## src/sv/address_region_table_macros.svh

```systemverilog
// Assertion macros for the address region table.
// Each check is clocked on clk and is disabled while arst_n is low.
`ifndef ADDRESS_REGION_TABLE_MACROS_SVH
`define ADDRESS_REGION_TABLE_MACROS_SVH
`ifndef SYNTHESIS
`define ART_ASSERT_NOW(lbl, pre, post) \
	lbl: assert property (@(posedge clk) disable iff (!arst_n) (pre) |-> (post)) \
		else $error("address_region_table: same-cycle check failed");
`define ART_ASSERT_NEXT(lbl, pre, post) \
	lbl: assert property (@(posedge clk) disable iff (!arst_n) (pre) |=> (post)) \
		else $error("address_region_table: next-cycle check failed");
`else
`define ART_ASSERT_NOW(lbl, pre, post)
`define ART_ASSERT_NEXT(lbl, pre, post)
`endif
`endif

```

## src/sv/art_pkg.sv

```systemverilog
package art_pkg;

	localparam int ENTRIES_DEF   = 16;
	localparam int ADDR_BITS_DEF = 48;
	localparam int FIELD_W       = 48;
	localparam int SLOT_OUT_W    = 4;

	// Operation codes carried in the kind field. The fourth code is unused.
	typedef enum logic [1:0] {
		KIND_INSERT = 2'd0,
		KIND_REMOVE = 2'd1,
		KIND_LOOKUP = 2'd2
	} kind_t;

	typedef enum logic [2:0] {
		ST_OK        = 3'd0,
		ST_OVERLAP   = 3'd1,
		ST_NOT_FOUND = 3'd2,
		ST_FULL      = 3'd3,
		ST_INVALID   = 3'd4
	} status_t;

	typedef enum logic [2:0] {
		SEQ_IDLE   = 3'd0,
		SEQ_SCAN   = 3'd1,
		SEQ_LAST   = 3'd2,
		SEQ_COMMIT = 3'd3,
		SEQ_OUT    = 3'd4
	} seq_state_t;

	typedef struct packed {
		logic [1:0]         kind;
		logic [FIELD_W-1:0] region_base;
		logic [FIELD_W-1:0] region_size;
		logic [FIELD_W-1:0] query_address;
	} req_t;

	typedef struct packed {
		status_t               status;
		logic [FIELD_W-1:0]    found_base;
		logic [FIELD_W-1:0]    found_size;
		logic [SLOT_OUT_W-1:0] found_slot;
	} rsp_t;

endpackage

```

## src/sv/address_region_table.sv

```systemverilog
// Each item scans the whole table, one table slot per cycle through the single read port
// of the table memory. No new item is taken until the result of the last one has been taken.
// Reset: arst_n clears the sequencer, the scan flags and every slot valid bit at once.
// Stored bases and sizes are not cleared; a slot's base and size count only while its valid bit is set.
`include "address_region_table_macros.svh"

module address_region_table #(
	parameter int ENTRIES   = art_pkg::ENTRIES_DEF,
	parameter int ADDR_BITS = art_pkg::ADDR_BITS_DEF
) (
	input  logic          clk,
	input  logic          arst_n,
	input  logic          req_valid,
	output logic          req_stall,
	input  art_pkg::req_t req,
	output logic          rsp_valid,
	input  logic          rsp_stall,
	output art_pkg::rsp_t rsp
);

	localparam int SLOT_W = (ENTRIES > 1) ? $clog2(ENTRIES) : 1;
	localparam logic [SLOT_W-1:0] LAST_SLOT = SLOT_W'(ENTRIES - 1);

	typedef logic [ADDR_BITS-1:0] addr_t;

	// Sequencer state.
	art_pkg::seq_state_t state_q, state_d;
	logic [SLOT_W-1:0]   idx_q;

	// The accepted item, reduced to the address width of the table.
	logic [1:0] kind_q;
	addr_t      base_q, size_q, addr_q, end_q;
	logic       invalid_q;

	// Scan stage: one table slot read per cycle, compared in the following cycle.
	logic              step_s1;
	logic [SLOT_W-1:0] idx_s1;
	logic              vld_s1;
	addr_t             mbase_s1, msize_s1;

	// Flags gathered over the scan.
	logic              overlap_q, free_found_q, hit_q;
	logic [SLOT_W-1:0] free_q, hit_slot_q;
	addr_t             hit_base_q, hit_size_q;

	// Table storage: valid bits in flops, base and size in a memory.
	logic [ENTRIES-1:0] vld_q;
	addr_t              mem_base [ENTRIES];
	addr_t              mem_size [ENTRIES];

	art_pkg::rsp_t rsp_q;

	logic    accept;
	addr_t   in_base, in_size, in_addr, in_end;
	logic    in_invalid;
	addr_t   m_end;
	logic    hit_ovl, hit_rem, hit_lkp, match;
	logic    commit, do_ins, do_rem;
	art_pkg::status_t status_d;
	logic [SLOT_W-1:0] slot_d;
	addr_t   fbase_d, fsize_d;

	// Input side. Addresses are taken modulo the address space; a region is
	// refused up front when it is empty or its end does not land above its base.
	assign accept     = req_valid && !req_stall;
	assign in_base    = ADDR_BITS'(req.region_base);
	assign in_size    = ADDR_BITS'(req.region_size);
	assign in_addr    = ADDR_BITS'(req.query_address);
	assign in_end     = in_base + in_size;
	assign in_invalid = (in_size == '0) || (in_end <= in_base);

	// The shared compare unit. Stored regions never wrap, so the end of a
	// stored region is a plain sum and containment is a pair of compares.
	assign m_end   = mbase_s1 + msize_s1;
	assign hit_ovl = vld_s1 && (base_q < m_end) && (mbase_s1 < end_q);
	assign hit_rem = vld_s1 && (mbase_s1 == base_q);
	assign hit_lkp = vld_s1 && (addr_q >= mbase_s1) && (addr_q < m_end);
	assign match   = (kind_q == art_pkg::KIND_REMOVE) ? hit_rem : hit_lkp;

	// Next state.
	always_comb begin
		state_d = state_q;
		unique case (state_q)
			art_pkg::SEQ_IDLE: begin
				if (accept) begin
					state_d = art_pkg::SEQ_SCAN;
				end
			end
			art_pkg::SEQ_SCAN: begin
				if (idx_q == LAST_SLOT) begin
					state_d = art_pkg::SEQ_LAST;
				end
			end
			art_pkg::SEQ_LAST: begin
				state_d = art_pkg::SEQ_COMMIT;
			end
			art_pkg::SEQ_COMMIT: begin
				state_d = art_pkg::SEQ_OUT;
			end
			art_pkg::SEQ_OUT: begin
				if (!rsp_stall) begin
					state_d = art_pkg::SEQ_IDLE;
				end
			end
			default: begin
				state_d = art_pkg::SEQ_IDLE;
			end
		endcase
	end

	// Outputs of the sequencer: handshakes and the decision taken once the
	// whole table has been scanned. Insert checks run in the order invalid,
	// overlap, full; failed items leave the table untouched.
	always_comb begin
		req_stall = (state_q != art_pkg::SEQ_IDLE);
		rsp_valid = (state_q == art_pkg::SEQ_OUT);
		commit    = (state_q == art_pkg::SEQ_COMMIT);
		status_d  = art_pkg::ST_INVALID;
		slot_d    = '0;
		fbase_d   = '0;
		fsize_d   = '0;
		do_ins    = 1'b0;
		do_rem    = 1'b0;
		unique case (kind_q)
			art_pkg::KIND_INSERT: begin
				if (invalid_q) begin
					status_d = art_pkg::ST_INVALID;
				end else if (overlap_q) begin
					status_d = art_pkg::ST_OVERLAP;
				end else if (!free_found_q) begin
					status_d = art_pkg::ST_FULL;
				end else begin
					status_d = art_pkg::ST_OK;
					slot_d   = free_q;
					do_ins   = commit;
				end
			end
			art_pkg::KIND_REMOVE: begin
				if (hit_q) begin
					status_d = art_pkg::ST_OK;
					slot_d   = hit_slot_q;
					do_rem   = commit;
				end else begin
					status_d = art_pkg::ST_NOT_FOUND;
				end
			end
			art_pkg::KIND_LOOKUP: begin
				if (hit_q) begin
					status_d = art_pkg::ST_OK;
					slot_d   = hit_slot_q;
					fbase_d  = hit_base_q;
					fsize_d  = hit_size_q;
				end else begin
					status_d = art_pkg::ST_NOT_FOUND;
				end
			end
			default: begin
				status_d = art_pkg::ST_INVALID;
			end
		endcase
	end

	// Control registers.
	always_ff @(posedge clk or negedge arst_n) begin
		if (!arst_n) begin
			state_q      <= art_pkg::SEQ_IDLE;
			idx_q        <= '0;
			step_s1      <= 1'b0;
			overlap_q    <= 1'b0;
			free_found_q <= 1'b0;
			hit_q        <= 1'b0;
			vld_q        <= '0;
		end else begin
			state_q <= state_d;
			step_s1 <= (state_q == art_pkg::SEQ_SCAN);
			if (accept) begin
				idx_q        <= '0;
				overlap_q    <= 1'b0;
				free_found_q <= 1'b0;
				hit_q        <= 1'b0;
			end else begin
				if (state_q == art_pkg::SEQ_SCAN && idx_q != LAST_SLOT) begin
					idx_q <= idx_q + SLOT_W'(1);
				end
				if (step_s1) begin
					if (hit_ovl) begin
						overlap_q <= 1'b1;
					end
					if (!vld_s1 && !free_found_q) begin
						free_found_q <= 1'b1;
					end
					if (match && !hit_q) begin
						hit_q <= 1'b1;
					end
				end
			end
			if (do_ins) begin
				vld_q[free_q] <= 1'b1;
			end
			if (do_rem) begin
				vld_q[hit_slot_q] <= 1'b0;
			end
		end
	end

	// Payload registers.
	always_ff @(posedge clk) begin
		if (accept) begin
			kind_q    <= req.kind;
			base_q    <= in_base;
			size_q    <= in_size;
			addr_q    <= in_addr;
			end_q     <= in_end;
			invalid_q <= in_invalid;
		end
		idx_s1 <= idx_q;
		vld_s1 <= vld_q[idx_q];
		if (step_s1) begin
			if (!vld_s1 && !free_found_q) begin
				free_q <= idx_s1;
			end
			if (match && !hit_q) begin
				hit_slot_q <= idx_s1;
				hit_base_q <= mbase_s1;
				hit_size_q <= msize_s1;
			end
		end
		if (commit) begin
			rsp_q.status     <= status_d;
			rsp_q.found_base <= art_pkg::FIELD_W'(fbase_d);
			rsp_q.found_size <= art_pkg::FIELD_W'(fsize_d);
			rsp_q.found_slot <= art_pkg::SLOT_OUT_W'(slot_d);
		end
	end

	// Table memory: one write port for inserts, one registered read port for the scan.
	always_ff @(posedge clk) begin
		if (do_ins) begin
			mem_base[free_q] <= base_q;
			mem_size[free_q] <= size_q;
		end
		mbase_s1 <= mem_base[idx_q];
		msize_s1 <= mem_size[idx_q];
	end

	assign rsp = rsp_q;

	// An accepted item always starts its scan at the first slot.
	`ART_ASSERT_NEXT(a_accept_starts_scan, accept, (state_q == art_pkg::SEQ_SCAN) && (idx_q == '0))
	// A successful insert leaves its slot marked valid while the result is shown.
	`ART_ASSERT_NOW(a_insert_sets_valid, rsp_valid && (rsp.status == art_pkg::ST_OK) && (kind_q == art_pkg::KIND_INSERT), vld_q[free_q])
	// A successful remove leaves its slot free while the result is shown.
	`ART_ASSERT_NOW(a_remove_clears_valid, rsp_valid && (rsp.status == art_pkg::ST_OK) && (kind_q == art_pkg::KIND_REMOVE), !vld_q[hit_slot_q])
	// A refused or not-found item changes no valid bit.
	`ART_ASSERT_NEXT(a_fail_keeps_table, commit && (status_d != art_pkg::ST_OK), $stable(vld_q))

endmodule

```

## config.mk

```make
export PLATFORM = sky130hd
export DESIGN_NAME = address_region_table
export DESIGN_NICKNAME = d
export VERILOG_FILES = /design/src/sv/art_pkg.sv /design/src/sv/address_region_table.sv
export VERILOG_INCLUDE_DIRS = /design/src /design/src/sv
export SDC_FILE = /design/constraint.sdc
export NUM_CORES = 2
export LEC_CHECK = 0
export BUFFER_PORTS_ARGS = -buffer_cell sky130_fd_sc_hd__buf_2
export CORE_MARGIN = 2
export CORE_UTILIZATION = 55
export DETAILED_ROUTE_END_ITERATION = 7
export PLACE_DENSITY = 0.72
export SLEW_MARGIN = 10
export SYNTH_ARGS = -nofsm -noshare
export SYNTH_HDL_FRONTEND = slang
export SYNTH_SLANG_ARGS = --single-unit
```

## constraint.sdc

```tcl
create_clock -name clk -period 27.9 [get_ports clk]
set_input_delay 0 -clock clk [delete_from_list [all_inputs] [get_ports clk]]
set_output_delay 0 -clock clk [all_outputs]
set_load 0.005 [all_outputs]
```

==> flow_summary.yaml <==
cells_and_area:
  drive_gt1_share_pct: 21.6
  nets: 5611
  area_growth_syn_to_layout_pct: 15.5
power_and_ir_drop:
  power.share.clock_pct: 26.4
  power_switching_share_pct: 33.2
  pwr-share-seq_pct: 41.1
  leakagePower_nw: 34.0
  vdd_ir_drop_max_uv: 75.5
  power.density_nw_per_um2: 101
  p_comb_share_pct: 32.5
  p_switching_mw: 3.31
  p_int_mw: 6.67
route:
  drc: 0
  drt-pass1-iter-count: 5
  route.detailed.wl_per_inst_um: 31.4
  antenna_left: 0
  vias: 46600
  viasPerCell: 6.34
  drt-total-wl_mm: 231
  drtIter0Drc: 5574
synthesis:
  synth_largest_area_cell: "edfxtp_1"
  synth_edf_count: 1938
  syn_nets: 4958
  synth_top_cell_area_share_pct: 68.3
  synth-seq-cells: 2066
  avgSynthCellArea_um2: 19.0
  ys_top_cells_by_area: "edfxtp_1 68%, mux4_2 13%, ha_1 4.9%"
  yosysMostFrequentCell: "edfxtp_1"
  ys_dominant_reg_cell: "edfxtp_1"
  ys_seq_area_share_pct: 71.5
  yosys_warnings: 0
  async_flop_share_pct: 1.31
  synth_cell_type_count: 93
  syn-cell-area_um2: 85200
  synth_cells: 4475
  synth_commonest_cells: "1,938 x edfxtp_1, 485 x mux4_2, 331 x ha_1"
sta:
  hold_viol_final: 0
  min_period_over_period_pct: 25.8
  fin_tns_setup_ns: 0
  layout_setup_ws_ns: 20.70
  max_freq_mhz: 139
  period_minus_slack_ns: 7.20
  maxSlewViolCount: 0
  relSlewSlack_pct: 25.9
  fin_skew_ns: 0.0487
  worst_pin_slew_ns: 1.11
  hold-worst-slack_ns: 0.0602
  finalSetupViolCount: 0
  rsz0062_at_grt: "no"
clocking:
  clock-sinks: 2066
  clk_pin_slew_ns: 0.06
  cts_buffers: 199
  clk_path_buf_depth: 3
  cts_tree: "done"
  cts_resized: 0
  clock-root-buffer: "clkbuf_16"
  worstSkewPairLatency_ns: 0.86
  htreeDepth: 4
setup_path:
  cp-start-kind: "register"
  cp.arrival_ns: 7.66
  rr_worst_depth: 24
  worstSetupPathType: "reg2reg"
  crit_path_max_fanout: 59
  endpoint_kind: "register"
  required_ns: 28.35
  ff2ff_setup_slack_ns: 20.70
floorplan:
  core_um2: 154000
  placementRows: 144
  die_y_um: 398
  dieArea_um2: 158000
  ios: 255
  start_util_pct: 55.3
  die_w_um: 398
grt:
  grt_pass1_vias: 46500
  antenna_found_initial: 20
  track_usage_pct: 29.4
  grt_pass1_wl_mm: 328
  grt_max_degree: 113
  overflow: 0
placement:
  io_buffers: 254
  gp_congestion: 0.949
  dpl.hpwl_mm: 139
  dp_slack_ns: 20.84
min_path:
  hold_path_depth: 2
  hold_class: "in2reg"
outcome:
  status: "finished clean"
run:
  max_cap_viol_count: 0
==> layout make-up <==
| type | count | area [µm²] |
|---|---|---|
| Tap cell | 2044 | 2560 |
| Sequential cell | 2066 | 60900 |
| Clock inverter | 109 | 1110 |
| Clock buffer | 259 | 5270 |
| Fill cell | 10300 | 55600 |
| Timing Repair Buffer | 600 | 4700 |
| Antenna cell | 6 | 15.0 |
| Inverter | 189 | 709 |
| Multi-Input combinational cell | 2072 | 23200 |
==> worst max-delay path: stages, from the launching register on <==
cell and delay (ns):
dfxtp_1 0.39, ha_1 0.29, inv_1 0.08, fa_1 0.19
nor2b_1 0.08, o31ai_1 0.41, a21oi_1 0.17, o31a_1 0.29
o21ai_0 0.22, a21boi_0 0.17, a31o_2 0.28, nor2b_1 0.13
o31ai_1 0.44, ha_1 0.23, nand4_1 0.13, nor4_1 0.66
nand4_1 0.17, o221ai_1 0.57, o32ai_1 0.25, nor4_1 0.38
a211oi_2 0.10, nor3_1 0.25, nor4_2 0.07, buf_4 0.33
buf_4 0.50
==> logic make-up (layout without fill, tap and decap cells) <==
group           after synthesis  count (layout)  synth area share (%)
fa+ha+maj                   334             334                  4.92
other cells                   0               6                     0
mux                         488             488                  12.9
compound gates              537             537                  4.39
buf+inv                     337            1157                  1.51
xor+xnor                    123             123                  1.26
flops                      2066            2066                  71.5
simple gates                590             590                  3.61
==> power by group through the flow <==
stage | Combinational (mW) | Clock (mW) | Sequential (mW)
2_1_floorplan | 2.31 | 0 | 4.00
3_3_place_gp | 3.17 | 0 | 4.14
3_5_place_dp | 3.17 | 0 | 4.16
4_1_cts | 3.23 | 2.66 | 4.10
5_1_grt | 3.53 | 2.78 | 4.13
6_report | 3.24 | 2.64 | 4.10
==> flip-flops by register name (all words and copies together) (netlist names), 48 cells and up <==
| signal | cells |
|---|---|
| msize_s1 | 48 |
| addr_q | 48 |
| mem_base | 768 |
| hit_size_q | 48 |
| hit_base_q | 48 |
| mem_size | 768 |
| base_q | 48 |
| size_q | 48 |
| rsp | 103 |
| end_q | 48 |
| mbase_s1 | 48 |
==> path summary, 6_finish.rpt <==
kind                              from        endpoint
max                        mbase_s1[0]  hit_size_q[42]
min                            req[70]      size_q[22]
max reg2reg                mbase_s1[0]  hit_size_q[42]
min reg2reg                  idx_s1[2]       free_q[2]
max in group asynchronous       arst_n        idx_q[3]
min in group asynchronous       arst_n       vld_q[12]
==> timing repair <==
action / 4_1_cts / 5_1_grt
hold endpoints to repair: 243 / 0
setup buffers: 0 / 0
hold buffers: 278 / 0
==> metal layers <==
metal | vias up | global-route usage, % | share of wire [%]
met4 | 10 | 10.0 | 3.4
met2 | 2487 | 47.1 | 48
li1 | 19600 | - | -
met1 | 24000 | 40.5 | 38
met5 | - | 0 | 0.027
met3 | 400 | 6.22 | 9.7
==> cells in the final DEF (no fill, tap or decap), types with 12 or more instances in the layout <==
cell type	n
a21oi_1	144
a21o_1	95
a31oi_1	19
a211oi_1	19
edfxtp_1	1938
nand2_1	102
nand4_1	62
nor4_1	26
and3_1	106
a2111oi_0	12
clkinv_1	40
nor2_4	13
ha_1	330
dfrtp_1	22
bufinv_16	15
o21ai_0	70
dlygate4sd3_1	277
clkbuf_16	199
xnor2_1	60
o21bai_1	21
dfxtp_1	101
inv_1	189
nor3_1	45
clkbuf_1	54
nor2_1	110
nand3_1	43
clkinv_2	30
buf_2	254
buf_4	58
xor2_1	63
o21a_1	31
mux4_2	485
nor2b_1	18
o211ai_1	12
nand2b_1	17
==> per-stage QoR <==
stage / instances / power [mW] / util [%] / area (µm²)
after global placement: 6693 / 7.31 / 57.9 / 89300
after floorplan: 4475 / 6.31 / - / 85200
final: 7345 / 9.99 / 63.9 / 98400
after CTS: 7339 / 9.99 / 63.9 / 98400
after detailed placement: 6693 / 7.33 / 57.9 / 89300
after global routing: 7341 / 10.4 / 63.9 / 98400
(Power assumes the default switching activity.)
